## config.mk

```make
export PLATFORM = sky130hd
export DESIGN_NAME = telnet_terminal_receive_fifo_device_top
export DESIGN_NICKNAME = d
export VERILOG_FILES = /design/src/design/tfd_pkg.sv /design/src/design/telnet_terminal_receive_fifo_device_top.sv /design/src/design/tfd_ram.sv /design/src/design/tfd_ctrl.sv /design/src/design/tfd_out.sv
export SDC_FILE = /design/constraint.sdc
export NUM_CORES = 2
export LEC_CHECK = 0
export ABC_AREA = 1
export BUFFER_PORTS_ARGS = -buffer_cell sky130_fd_sc_hd__buf_4
export CAP_MARGIN = 0
export CORE_MARGIN = 4
export CORE_UTILIZATION = 63
export CTS_BUF_LIST = sky130_fd_sc_hd__clkbuf_8 sky130_fd_sc_hd__clkbuf_16
export DETAILED_ROUTE_END_ITERATION = 10
export PLACE_DENSITY = 0.79
export SYNTH_ARGS = -nofsm -noshare
export SYNTH_HDL_FRONTEND = slang
export SYNTH_SLANG_ARGS = --single-unit
```

## constraint.sdc

```tcl
create_clock -name clock -period 3.2 [get_ports clock]
set_input_delay 0.32 -clock clock [delete_from_list [all_inputs] [get_ports clock]]
set_output_delay 0.32 -clock clock [all_outputs]
set_load 0.005 [all_outputs]
```

## src/design/tfd_pkg.sv

```systemverilog
// Package for the terminal receive FIFO device: item codes, telnet bytes,
// mode bit positions, FIFO sizing and the result record passed between stages.
// Depends on nothing.
`default_nettype none

package tfd_pkg;

   localparam int FIFO_DEPTH = 256;
   localparam int PTR_W      = $clog2(FIFO_DEPTH);
   localparam int FIFO_CAP   = ((FIFO_DEPTH - 1) > 255) ? 255 : (FIFO_DEPTH - 1);

   localparam logic [1:0] KIND_LINE = 2'd0;
   localparam logic [1:0] KIND_BUS  = 2'd1;
   localparam logic [1:0] KIND_TICK = 2'd2;

   localparam logic [3:0] XFER_POP    = 4'd0;
   localparam logic [3:0] XFER_TX     = 4'd1;
   localparam logic [3:0] XFER_MODE   = 4'd3;
   localparam logic [3:0] XFER_STATUS = 4'd14;

   localparam logic [1:0] CTL_START = 2'd1;
   localparam logic [1:0] CTL_STOP  = 2'd2;

   localparam logic [7:0] BYTE_IAC     = 8'hFF;
   localparam logic [7:0] BYTE_SB      = 8'hFA;
   localparam logic [7:0] BYTE_SE      = 8'hF0;
   localparam logic [7:0] BYTE_CMD_LOW = 8'd250;
   localparam logic [7:0] BYTE_ESC     = 8'h1B;
   localparam logic [7:0] BYTE_LF      = 8'h0A;
   localparam logic [7:0] BYTE_CR      = 8'h0D;
   localparam logic [7:0] BYTE_TAB     = 8'h09;
   localparam logic [7:0] BYTE_BELL    = 8'h07;

   localparam logic [8:0] READ_EMPTY = 9'h1FF;

   localparam int MODE_ENABLED  = 0;
   localparam int MODE_INTR_ANY = 1;
   localparam int MODE_INTR_ESC = 2;
   localparam int MODE_INTR_RET = 3;
   localparam int MODE_ECHO_RET = 6;
   localparam int MODE_ECHO_TAB = 7;
   localparam int MODE_ECHO_ALL = 8;

   localparam logic [15:0] MODE_RESET = 16'd456;

   typedef struct packed {
      logic       line_valid;
      logic [7:0] line_byte;
      logic [8:0] read_data;
      logic       pop;
      logic       irq;
   } tfd_result_type;

endpackage

`default_nettype wire

```

## src/design/telnet_terminal_receive_fifo_device_top.sv

```systemverilog
// Telnet terminal receive FIFO device, top level; depends on tfd_pkg, tfd_ram, tfd_ctrl, tfd_out.
// An accepted item's result passes the wait stage, which holds it for the store's registered
// read, and then the output register; one item per cycle is accepted except while the input
// stalls, which happens only while both result stages are full and the result is stalled.
// Reset is synchronous and clears filter, pointers, count, mode, transmit and irq state;
// the receive store is not cleared, since no entry is read before it is written.
`default_nettype none

module telnet_terminal_receive_fifo_device_top (
   input  wire logic        clock,
   input  wire logic        reset,
   input  wire logic        req_valid,
   output logic             req_stall,
   input  wire logic [1:0]  req_kind,
   input  wire logic [7:0]  req_line_byte,
   input  wire logic [3:0]  req_transfer_code,
   input  wire logic [1:0]  req_control_code,
   input  wire logic [23:0] req_bus_data,
   output logic             rsp_valid,
   input  wire logic        rsp_stall,
   output logic             rsp_line_out_valid,
   output logic [7:0]       rsp_line_out_byte,
   output logic signed [8:0] rsp_read_data,
   output logic             rsp_irq_level
);

   import tfd_pkg::*;

   logic             accept;
   logic             ram_wr_en;
   logic [PTR_W-1:0] ram_wr_addr;
   logic [7:0]       ram_wr_data;
   logic             ram_rd_en;
   logic [PTR_W-1:0] ram_rd_addr;
   logic [7:0]       ram_rd_data;
   tfd_result_type   result;

   assign accept = req_valid && !req_stall;

   tfd_ram #(
      .WIDTH(8),
      .DEPTH(FIFO_DEPTH)
   ) u_rx_store (
      .clock  (clock),
      .wr_en  (ram_wr_en),
      .wr_addr(ram_wr_addr),
      .wr_data(ram_wr_data),
      .rd_en  (ram_rd_en),
      .rd_addr(ram_rd_addr),
      .rd_data(ram_rd_data)
   );

   tfd_ctrl u_ctrl (
      .clock        (clock),
      .reset        (reset),
      .accept       (accept),
      .kind         (req_kind),
      .line_byte    (req_line_byte),
      .transfer_code(req_transfer_code),
      .control_code (req_control_code),
      .bus_data     (req_bus_data),
      .ram_wr_en    (ram_wr_en),
      .ram_wr_addr  (ram_wr_addr),
      .ram_wr_data  (ram_wr_data),
      .ram_rd_en    (ram_rd_en),
      .ram_rd_addr  (ram_rd_addr),
      .result       (result)
   );

   tfd_out u_out (
      .clock             (clock),
      .reset             (reset),
      .accept            (accept),
      .result            (result),
      .ram_rd_data       (ram_rd_data),
      .rsp_stall         (rsp_stall),
      .req_stall         (req_stall),
      .rsp_valid         (rsp_valid),
      .rsp_line_out_valid(rsp_line_out_valid),
      .rsp_line_out_byte (rsp_line_out_byte),
      .rsp_read_data     (rsp_read_data),
      .rsp_irq_level     (rsp_irq_level)
   );

endmodule

`default_nettype wire

```

## src/design/tfd_ram.sv

```systemverilog
// Generic single-write, single-read synchronous RAM with a registered read port.
// Depends on nothing.
`default_nettype none

module tfd_ram #(
   parameter int WIDTH = 8,
   parameter int DEPTH = 256
) (
   input  wire logic                     clock,
   input  wire logic                     wr_en,
   input  wire logic [$clog2(DEPTH)-1:0] wr_addr,
   input  wire logic [WIDTH-1:0]         wr_data,
   input  wire logic                     rd_en,
   input  wire logic [$clog2(DEPTH)-1:0] rd_addr,
   output logic      [WIDTH-1:0]         rd_data
);

   logic [WIDTH-1:0] mem_ff [DEPTH];
   logic [WIDTH-1:0] rd_data_ff;

   always_ff @(posedge clock) begin
      if (wr_en) begin
         mem_ff[wr_addr] <= wr_data;
      end
      if (rd_en) begin
         rd_data_ff <= mem_ff[rd_addr];
      end
   end

   assign rd_data = rd_data_ff;

endmodule

`default_nettype wire

```

## src/design/tfd_ctrl.sv

```systemverilog
// Control core: telnet filter, FIFO pointers and count, mode, transmit and irq state.
// Drives the receive store ports and builds the result record of each item.
// Depends on tfd_pkg.
`default_nettype none

module tfd_ctrl (
   input  wire logic                        clock,
   input  wire logic                        reset,
   input  wire logic                        accept,
   input  wire logic [1:0]                  kind,
   input  wire logic [7:0]                  line_byte,
   input  wire logic [3:0]                  transfer_code,
   input  wire logic [1:0]                  control_code,
   input  wire logic [23:0]                 bus_data,
   output logic                             ram_wr_en,
   output logic [tfd_pkg::PTR_W-1:0]        ram_wr_addr,
   output logic [7:0]                       ram_wr_data,
   output logic                             ram_rd_en,
   output logic [tfd_pkg::PTR_W-1:0]        ram_rd_addr,
   output tfd_pkg::tfd_result_type          result
);

   import tfd_pkg::*;

   typedef enum logic [1:0] {
      FS_NORMAL  = 2'd0,
      FS_COMMAND = 2'd1,
      FS_SUBNEG  = 2'd2
   } filter_state_type;

   filter_state_type   filter_state_ff, filter_state_in;
   logic [PTR_W-1:0]   read_pointer_ff, read_pointer_in;
   logic [PTR_W-1:0]   write_pointer_ff, write_pointer_in;
   logic [7:0]         fill_count_ff, fill_count_in;
   logic [15:0]        mode_bits_ff, mode_bits_in;
   logic [7:0]         fill_threshold_ff, fill_threshold_in;
   logic [7:0]         tx_byte_ff, tx_byte_in;
   logic               tx_pending_ff, tx_pending_in;
   logic               done_flag_ff, done_flag_in;
   logic               push_req;
   logic               echo;
   logic [7:0]         count_next;

   function automatic logic [PTR_W-1:0] next_index(input logic [PTR_W-1:0] p);
      logic [PTR_W-1:0] r;
      r = (p == PTR_W'(FIFO_DEPTH - 1)) ? '0 : p + PTR_W'(1);
      return r;
   endfunction

   always_comb begin
      filter_state_in   = filter_state_ff;
      read_pointer_in   = read_pointer_ff;
      write_pointer_in  = write_pointer_ff;
      fill_count_in     = fill_count_ff;
      mode_bits_in      = mode_bits_ff;
      fill_threshold_in = fill_threshold_ff;
      tx_byte_in        = tx_byte_ff;
      tx_pending_in     = tx_pending_ff;
      done_flag_in      = done_flag_ff;
      push_req          = 1'b0;
      echo              = 1'b0;
      count_next        = fill_count_ff + 8'd1;
      ram_wr_en         = 1'b0;
      ram_wr_addr       = write_pointer_ff;
      ram_wr_data       = line_byte;
      ram_rd_en         = 1'b0;
      ram_rd_addr       = read_pointer_ff;
      result            = '0;

      if (accept) begin
         unique case (kind)
            KIND_LINE: begin
               unique case (filter_state_ff)
                  FS_COMMAND: begin
                     if (line_byte == BYTE_IAC) begin
                        push_req        = 1'b1;
                        filter_state_in = FS_NORMAL;
                     end else if (line_byte == BYTE_SB) begin
                        filter_state_in = FS_SUBNEG;
                     end else if (line_byte < BYTE_CMD_LOW) begin
                        filter_state_in = FS_NORMAL;
                     end
                  end
                  FS_SUBNEG: begin
                     if (line_byte == BYTE_SE) begin
                        filter_state_in = FS_NORMAL;
                     end
                  end
                  default: begin
                     if (line_byte == BYTE_IAC) begin
                        filter_state_in = FS_COMMAND;
                     end else begin
                        filter_state_in = FS_NORMAL;
                        push_req        = 1'b1;
                     end
                  end
               endcase
            end
            KIND_BUS: begin
               if (transfer_code == XFER_TX) begin
                  tx_byte_in = bus_data[7:0];
               end else if (transfer_code == XFER_MODE) begin
                  mode_bits_in      = bus_data[23:8];
                  fill_threshold_in = bus_data[7:0];
               end
               if (transfer_code != XFER_STATUS) begin
                  if (control_code == CTL_START) begin
                     tx_pending_in = 1'b1;
                     done_flag_in  = 1'b0;
                  end else if (control_code == CTL_STOP) begin
                     tx_pending_in = 1'b0;
                     done_flag_in  = 1'b0;
                  end
               end
               if (transfer_code == XFER_STATUS) begin
                  result.read_data = {7'd0, done_flag_ff, tx_pending_ff};
               end else if (transfer_code == XFER_POP) begin
                  if (fill_count_ff == 8'd0) begin
                     result.read_data = READ_EMPTY;
                  end else begin
                     ram_rd_en       = 1'b1;
                     result.pop      = 1'b1;
                     read_pointer_in = next_index(read_pointer_ff);
                     fill_count_in   = fill_count_ff - 8'd1;
                  end
               end
            end
            KIND_TICK: begin
               if (tx_pending_ff) begin
                  result.line_valid = 1'b1;
                  result.line_byte  = tx_byte_ff;
                  tx_pending_in     = 1'b0;
               end
            end
            default: begin
            end
         endcase

         if (push_req) begin
            if ((fill_count_ff < 8'(FIFO_CAP)) && mode_bits_ff[MODE_ENABLED]) begin
               ram_wr_en        = 1'b1;
               write_pointer_in = next_index(write_pointer_ff);
               fill_count_in    = count_next;
               echo = mode_bits_ff[MODE_ECHO_ALL]
                  || (mode_bits_ff[MODE_ECHO_TAB] && (line_byte == BYTE_TAB))
                  || (mode_bits_ff[MODE_ECHO_RET]
                      && ((line_byte == BYTE_LF) || (line_byte == BYTE_CR)));
               if (mode_bits_ff[MODE_INTR_ANY]
                   || (mode_bits_ff[MODE_INTR_ESC] && (line_byte == BYTE_ESC))
                   || (mode_bits_ff[MODE_INTR_RET] && (line_byte == BYTE_LF))
                   || ((fill_threshold_ff != 8'd0) && (count_next >= fill_threshold_ff)))
               begin
                  done_flag_in = 1'b1;
               end
               if (echo) begin
                  result.line_valid = 1'b1;
                  result.line_byte  = line_byte;
               end
            end else begin
               result.line_valid = 1'b1;
               result.line_byte  = BYTE_BELL;
            end
         end
      end

      result.irq = done_flag_in;
   end

   always_ff @(posedge clock) begin
      if (reset) begin
         filter_state_ff   <= FS_NORMAL;
         read_pointer_ff   <= '0;
         write_pointer_ff  <= '0;
         fill_count_ff     <= 8'd0;
         mode_bits_ff      <= MODE_RESET;
         fill_threshold_ff <= 8'd0;
         tx_byte_ff        <= 8'd0;
         tx_pending_ff     <= 1'b0;
         done_flag_ff      <= 1'b0;
      end else begin
         filter_state_ff   <= filter_state_in;
         read_pointer_ff   <= read_pointer_in;
         write_pointer_ff  <= write_pointer_in;
         fill_count_ff     <= fill_count_in;
         mode_bits_ff      <= mode_bits_in;
         fill_threshold_ff <= fill_threshold_in;
         tx_byte_ff        <= tx_byte_in;
         tx_pending_ff     <= tx_pending_in;
         done_flag_ff      <= done_flag_in;
      end
   end

endmodule

`default_nettype wire

```

## src/design/tfd_out.sv

```systemverilog
// Result pipeline: a stage that waits for the store read data, then the output register.
// Merges popped bytes into the result and produces the input stall.
// Depends on tfd_pkg.
`default_nettype none

module tfd_out (
   input  wire logic                    clock,
   input  wire logic                    reset,
   input  wire logic                    accept,
   input  wire tfd_pkg::tfd_result_type result,
   input  wire logic [7:0]              ram_rd_data,
   input  wire logic                    rsp_stall,
   output logic                         req_stall,
   output logic                         rsp_valid,
   output logic                         rsp_line_out_valid,
   output logic [7:0]                   rsp_line_out_byte,
   output logic signed [8:0]            rsp_read_data,
   output logic                         rsp_irq_level
);

   import tfd_pkg::*;

   logic           s1_valid_ff, s1_valid_in;
   tfd_result_type s1_ff, s1_in;
   logic           out_valid_ff, out_valid_in;
   logic           out_line_valid_ff, out_line_valid_in;
   logic [7:0]     out_line_byte_ff, out_line_byte_in;
   logic [8:0]     out_read_data_ff, out_read_data_in;
   logic           out_irq_ff, out_irq_in;
   logic           advance;

   always_comb begin
      advance           = s1_valid_ff && (!out_valid_ff || !rsp_stall);
      req_stall         = s1_valid_ff && out_valid_ff && rsp_stall;
      s1_valid_in       = s1_valid_ff;
      s1_in             = s1_ff;
      out_valid_in      = out_valid_ff;
      out_line_valid_in = out_line_valid_ff;
      out_line_byte_in  = out_line_byte_ff;
      out_read_data_in  = out_read_data_ff;
      out_irq_in        = out_irq_ff;

      if (advance) begin
         out_valid_in      = 1'b1;
         out_line_valid_in = s1_ff.line_valid;
         out_line_byte_in  = s1_ff.line_byte;
         out_read_data_in  = s1_ff.pop ? {1'b0, ram_rd_data} : s1_ff.read_data;
         out_irq_in        = s1_ff.irq;
         s1_valid_in       = 1'b0;
      end else if (out_valid_ff && !rsp_stall) begin
         out_valid_in = 1'b0;
      end

      if (accept) begin
         s1_valid_in = 1'b1;
         s1_in       = result;
      end
   end

   always_ff @(posedge clock) begin
      if (reset) begin
         s1_valid_ff  <= 1'b0;
         out_valid_ff <= 1'b0;
      end else begin
         s1_valid_ff  <= s1_valid_in;
         out_valid_ff <= out_valid_in;
      end
      s1_ff             <= s1_in;
      out_line_valid_ff <= out_line_valid_in;
      out_line_byte_ff  <= out_line_byte_in;
      out_read_data_ff  <= out_read_data_in;
      out_irq_ff        <= out_irq_in;
   end

   assign rsp_valid          = out_valid_ff;
   assign rsp_line_out_valid = out_line_valid_ff;
   assign rsp_line_out_byte  = out_line_byte_ff;
   assign rsp_read_data      = $signed(out_read_data_ff);
   assign rsp_irq_level      = out_irq_ff;

endmodule

`default_nettype wire

```

### Yosys cells after proc, flatten, opt, wreduce, memory -nomap -nowiden

Memories as Yosys holds them, arrays and structs flattened. A register that Yosys moved wholly into a read port is not among the register bits.
Cells that the tools add are included.

| word-level totals | value |
|---|---|
| memories | 1 |
| bits of input ports | 44 |
| word-level logic and storage cells | 147 |
| RAM bits | 2048 |
| flip-flop bits (word level) | 94 |
| output and inout port bits | 21 |

Memory list:

| memory | words | bits a word | read ports | clocked after Yosys merged registers in | wr ports | RTL line | text |
|---|---|---|---|---|---|---|---|
| u_rx_store.mem_ff | 256 | 8 | 1 | 1 | 1 | tfd_ram.sv:18 | `logic [WIDTH-1:0] mem_ff [DEPTH];` |

| cells by class | value |
|---|---|
| add/subtract/negate cells | 4 |
| equality and inequality tests | 23 |
| bitwise operators | 5 |
| reductions and logical operators | 35 |
| mux-type cells | 54 |
| $lt $le $gt $ge | 3 |

Operator list:

| operator | number |
|---|---|
| $mux W8 | 9 |
| $mux W9 | 6 |
| $eq A8 B8 Y1 const B | 5 |
| $mux W1 | 30 |
| $add A8 B1 Y8 const B | 3 |
| $eq A8 B4 Y1 const B | 3 |
| $lt A8 B8 Y1 const B | 2 |
| $reduce_and A4 Y1 | 3 |
| $logic_and A1 B1 Y1 | 11 |
| $mux W2 | 5 |
| $eq A8 B5 Y1 const B | 1 |
| $ge A8 B8 Y1 | 1 |
| $logic_not A8 Y1 | 1 |
| $reduce_bool A8 Y1 | 1 |
| $sub A8 B1 Y8 const B | 1 |
| $logic_or A1 B1 Y1 | 7 |
| $eq A2 B1 Y1 const B | 3 |
| $eq A2 B2 Y1 const B | 3 |
| $reduce_and A3 Y1 | 2 |
| $reduce_bool A2 Y1 | 3 |
| $not A1 Y1 | 5 |
| $reduce_and A5 Y1 | 1 |
| $eq A4 B1 Y1 const B | 1 |
| $eq A4 B2 Y1 const B | 1 |
| 12 further kinds | 16 |

### Depth between registers and ports, before layout

| depth | value |
|---|---|
| word-level depth | 9 |
| depth in mapped cells | 19 |
| depth with buffers taken out | 17 |

### Hierarchy

From an unflattened synthesis, not the netlist that was laid out.

| unflattened totals | value |
|---|---|
| cells, all modules | 7655 |
| area total of the unflattened synthesis | 88462.3 um2 |

Modules (own cells, without submodules):

| module | instances | cells an instance | seq. area each (um2) | area an instance (um2) |
|---|---|---|---|---|
| tfd_ram | 1 | 7003 | 61739.2 | 83476.3 |
| tfd_ctrl | 1 | 574 | 1021.0 | 3611.0 |
| tfd_out | 1 | 76 | 1211.2 | 1365.1 |
| telnet_terminal_receive_fifo_device_top | 1 | 2 | 0.0 | 10.0 |

### Worst setup path after synthesis

No wires, ideal clock.

| path | value |
|---|---|
| kind | reg2reg |
| start point | register u_ctrl.filter_state_ff[0] |
| end point | memory u_rx_store.mem_ff[101][0] (enable) |
| slack | 808 ps |
| clock period less this slack | 2392 ps |
| library setup time | 370 ps |
| data arrival time | 2022 ps |
| path buffers | 2 |
| stages on the path, launching flop included | 12 |
| data required time | 2830 ps |
| cell sequence | dfxtp_1 -> inv_1 -> ha_1 -> nand2_1 -> nand2_1 -> a21oi_4 -> nand2_4 -> nor2_4 -> buf_12 -> nand3_4 -> buf_6 -> nor2_1 |

| between the ends | value |
|---|---|
| longest elaborated chain between the ends | 8 |
| elaborated cells on any way between the ends | 9 |
| classes of those cells | 2 x eq/ne; 7 x mux |

RTL lines:

| element | RTL line | text |
|---|---|---|
| start: declaration | tfd_ctrl.sv:31 | `filter_state_type filter_state_ff, filter_state_in;` |
| start signal: assignment | tfd_ctrl.sv:181 | `filter_state_ff <= filter_state_in;` |
| $eq A2 B2 Y1 / $eq A2 B1 Y1 (equally long branches) | tfd_ctrl.sv:73 | `unique case (filter_state_ff)` |
| $pmux W1 S2 * | tfd_ctrl.sv:73 |  |
| $mux W1 * | tfd_ctrl.sv:71 | `unique case (kind)` |
| $mux W1 * | tfd_ctrl.sv:70 | `if (accept) begin` |
| $mux W1 * | tfd_ctrl.sv:139 | `if (push_req) begin` |
| $mux W1 * | tfd_ctrl.sv:70 |  |
| $mux W1 * | tfd_ram.sv:22 | `if (wr_en) begin` |
| $mux W1 (not written as such) * | tfd_ram.sv:23 | `mem_ff[wr_addr] <= wr_data;` |
| end: declaration | tfd_ram.sv:18 |  |

Every way passes the cells marked *; elsewhere a longest branch is shown, timed or not. The select of a mux whose other input is x is not followed.

==> results by stage <==
Setup path:
- The reg-to-reg endpoint is u_rx_store.rd_data[4].
- The data required time of the worst path is 3.79 ns.
- Together, buffers and inverters on the worst path number 5.
- The startpoint type of the worst setup path is a flop.
- The highest net fanout along the worst path is 79.
- The top cell family by delay on the critical path is buffers and inverters.
- The signal on the critical path passes through inv_8 -> buf_12 -> nand2_1 -> nand3_1 -> nand2_1 -> nand2_1 -> nand2_1 -> inv_1 -> nand2_1 -> nand2_1 -> nand2_1 -> inv_1 -> nand2_1 -> nand2_1 -> nand2_1 -> inv_1 -> nand2_1.
- The most prevalent standard cell on the critical path is nand2_1.
- In this design, the stage delay of the slowest critical-path cell is 0.46 ns.
- The cell type of the slowest stage on the worst timing path is dfxtp_4.
- The sort of element at the end of the critical path is a flop.
- Measured in cells, the most critical reg-to-reg path has a length of 17.
- The worst setup path is of the flop to flop kind.
- The signal arrival time at the worst endpoint is 3.45 ns.
- The worst register-to-register path begins at u_ctrl.ram_rd_addr[0].
- The worst reg-to-reg setup slack is 0.33 ns.

Timing:
- The final setup slack of the worst path is 0.334 ns.
- The worst path needs 2.87 ns of the cycle, external delays included.
- Between clock sinks in the finished design, the worst skew comes to 0.0625 ns.
- Setup violations remaining at the end of the flow were counted as 0.
- The final max-slew violation count is 0.
- The final count of hold timing violations is 0.
- The actual slew at the worst max-slew pin is 1.07 ns.
- The fraction of the cycle the final worst path needs is 89.6%.
- The maximum operating frequency is 349 MHz.
- Measured against its own limit, the worst slew margin works out to 28.4%.
- Adding up every negative setup slack in the final design gives 0 ns.
- Setup repair after global routing left no endpoint under its margin.

Logic synthesis:
- The part of the Yosys area used for sequential elements is 70.0%.
- Synthesis produced a netlist with a net count of 8631.
- After technology mapping, the gate count stands at 8567.
- The post-synthesis async set-or-reset flop share is 0%.
- The mapped cell area is 91100 um2.
- The cell taking the most area after synthesis is edfxtp_1.
- The leading register cell type out of synthesis is edfxtp_1.
- Summed over its instances, the top area cell type makes up 68.9% of the synthesized netlist area.
- By area the synthesized netlist is led by edfxtp_1 (69%), nand2_1 (9.8%), nor2_1 (5.0%).
- The synthesized netlist contains 41 unique library cells.
- The count of flip-flops with a built-in enable after synthesis is 2089.
- The Yosys step of the flow raised 0 warnings.
- The flip-flop and latch count after synthesis is 2142.
- The average instance in the mapped netlist occupies 10.6 um2.

Routing:
- The count of unresolved DRC violations after routing is 0.
- In the routed layout, each cell is associated on average with a via count of 5.86.
- The count of TritonRoute iterations in the first routing pass is 8.
- The number of DRC markers after the initial detailed-route iteration is 8384.
- The total via count in the routed design is 64017.
- The total detailed-routing wirelength is 240 mm.
- The detail-routed net length per standard cell is 22.0 um.
- Once detail routing completed, the nets flagged for antenna violations numbered 0.

Clock network:
- The root buffer cell chosen for the clock tree is clkbuf_16.
- Clock-pin slew was measured on the worst setup and hold paths at 0.06 ns.
- The clock tree from TritonCTS is built.
- The number of buffers between clock root and the deepest sink is 3.
- The setup fix buffers added after clock tree synthesis is 0.
- The clock latency on the worst-skew pair is 0.87 ns.
- The total clock sinks is 2142.
- The H-tree level count is 4.
- The total clock buffers created by CTS is 204.

Worst hold path:
- For hold timing, the worst endpoint is u_ctrl.tx_byte_ff[0].
- The number of cells traversed by the worst hold path is 5.
- The class of the tightest hold or removal check is input port to flop.
- The hold path startpoint is req_transfer_code[2].

Pwr:
- The maximum vdd ir drop is 0.549 mV.
- The cell area power density is 542 nW/um2.
- Summed over all cells, the static leakage comes to 40.2 nW.

GRT:
- The total routing resource utilization after global routing is 31.6%.
- Entering global routing, the biggest net connects 150 pins.
- The via count of the first global-routing pass is 62717.
- The first global-routing pass estimated 362 mm of wire.
- Global routing finished with a remaining overflow of 0.
- The initial antenna violation count is 2.

Placement:
- The HPWL reported at the end of detailed placement is 142 mm.
- Once placement completed, the tool counted placed cells totaling 10512.
- The worst slack after detailed placement is -0.00142 ns.
- The count of port buffers added during placement is 55.
- The last weighted congestion value of the routability-driven placer is 0.939.

Final layout:
- The top cell types in the final layout, fill and taps aside, are nand2_1 (2384), edfxtp_1 (2089), nor2_1 (1214).
- The number of nets in the final layout is 8906.
- Once layout is complete, the utilization of the core stands at 71.9%.
- From synthesis to final layout, the design area changed by 13.5%.
- The final cell count without fillers is 10921.
- The fraction of layout cells with a size suffix above 1 is 10.5%.
- Leaving out fill and tap cells, the most frequent cell in the layout is nand2_1.

Die:
- The number of rows in the core area is 139.
- The core footprint is 144000 um2.
- The area of the die is 151000 um2.
- The height of the die is 388 um.
- In this run the count of I/O pins placed on the die edge is 65.
- The die outline width is 388 um.
- The initial utilization of the core area, before any placement, comes to 63.4%.

Run status:
- The flow ran to the end, and the final reports show no timing, DRC or antenna violations.

Job:
- Max-cap violations in this run came to 0.
sequential cells by signal, indices dropped and copies added, names as in the netlist:
register / cells
u_out.rsp_line_out_byte: 8
u_ctrl.tx_pending_ff: 1
u_out.s1_valid_ff: 1
u_rx_store.rd_data: 8
u_ctrl.done_flag_ff: 1
u_out.rsp_irq_level: 1
u_ctrl.fill_count_ff: 8
u_out.s1_ff: 14
u_ctrl.ram_rd_addr: 8
u_ctrl.ram_wr_addr: 8
u_ctrl.mode_bits_ff: 7
u_out.rsp_read_data: 9
u_out.rsp_line_out_valid: 1
u_ctrl.filter_state_ff: 2
u_rx_store.mem_ff: 2048
u_out.rsp_valid: 1
u_ctrl.tx_byte_ff: 8
u_ctrl.fill_threshold_ff: 8
where the power goes:
part,leakage [nW],internal (W),switching (W),total (W)
registers,19.2,0.0308,0.0000145,0.0308
logic,17.5,0.000145,0.000672,0.000817
clock network,3.50,0.0139,0.0105,0.0244
total,40.2,0.0448,0.0112,0.0560
layer usage:
layer  global-route usage, %  up-vias  part of all wire, %
li1                        -    29106                    -
met1                    41.1    30363                   36
met2                    49.9     3849                   46
met3                    7.55      697                   12
met4                    16.9        2                  5.7
met5                       0        -               0.0071
per-stage QoR:
step / hold slack (ns) / instance area (um2) / total power (W)
floorplan: 0.389 / 91100 / 0.0315
global placement: 0.405 / 96200 / 0.0322
detailed placement: 0.406 / 96200 / 0.0322
CTS: 0.00276 / 103000 / 0.0561
global route: 0.0686 / 103000 / 0.0574
finish: 0.0586 / 103000 / 0.0560
worst max-delay path by stage:
stage / start / endpoint / slack [ns] / cells after the start
2_1_floorplan: u_ctrl.filter_state_ff[0] / u_rx_store.mem_ff[101][0] / 0.81 / 11
3_3_place_gp: req_line_byte[1] / u_rx_store.mem_ff[53][5] / 0.004 / 15
3_5_place_dp: req_line_byte[1] / u_rx_store.mem_ff[166][0] / -0.001 / 14
4_1_cts: u_ctrl.ram_rd_addr[0] / u_rx_store.rd_data[2] / 0.39 / 14
5_1_grt: u_ctrl.ram_rd_addr[0] / u_rx_store.rd_data[1] / 0.19 / 17
6_report: u_ctrl.ram_rd_addr[0] / u_rx_store.rd_data[4] / 0.33 / 17
kinds of logic after synthesis:
| kind of cell | after synthesis | share of synthesized area (%) |
|---|---|---|
| AND/OR/NAND/NOR | 4460 | 19.9 |
| flip-flops | 2142 | 70.0 |
| buffers and inverters | 1183 | 5.38 |
| AO/OA/AOI/OAI | 755 | 4.36 |
| adder cells (fa/ha/maj) | 20 | 0.275 |
| XOR/XNOR | 7 | 0.0673 |
layout make-up:
class	instances	area, um2
sequential	2142	63800
antenna	1	2.50
timing repair buffer	541	5200
tap	1903	2380
clock inverter	173	1670
multi-input combinational	5242	22400
fill	9263	40300
clock buffer	208	5170
inverter	711	2690
timing repair:
| action | CTS | global route |
|---|---|---|
| endpoints found under the hold margin | 64 | 0 |
| gates resized for setup | 0 | 0 |
| hold buffers | 27 | 0 |
tightest hold or removal path: stages:
cell	delay [ns]
buf_4	0.09
nor3_1	0.05
nand3_1	0.20
o21ai_0	0.12
nor2_1	0.08
Yosys cell counts, types with 7 or more instances:
cell type	count
clkbuf_1	206
ha_1	20
nand2_1	2385
a21oi_1	120
nor2_1	1216
nand3_1	721
o21ai_0	557
buf_4	30
clkinv_1	7
nand3_4	9
edfxtp_1	2089
nor2_2	62
xor2_1	7
dfxtp_1	53
nand4_1	9
buf_2	177
nand2_2	7
inv_1	700
o211ai_1	62
or2_2	22
nor3_1	17
buf_6	14
buf_1	44
No activity file was read; power rests on OpenSTA's default activity.
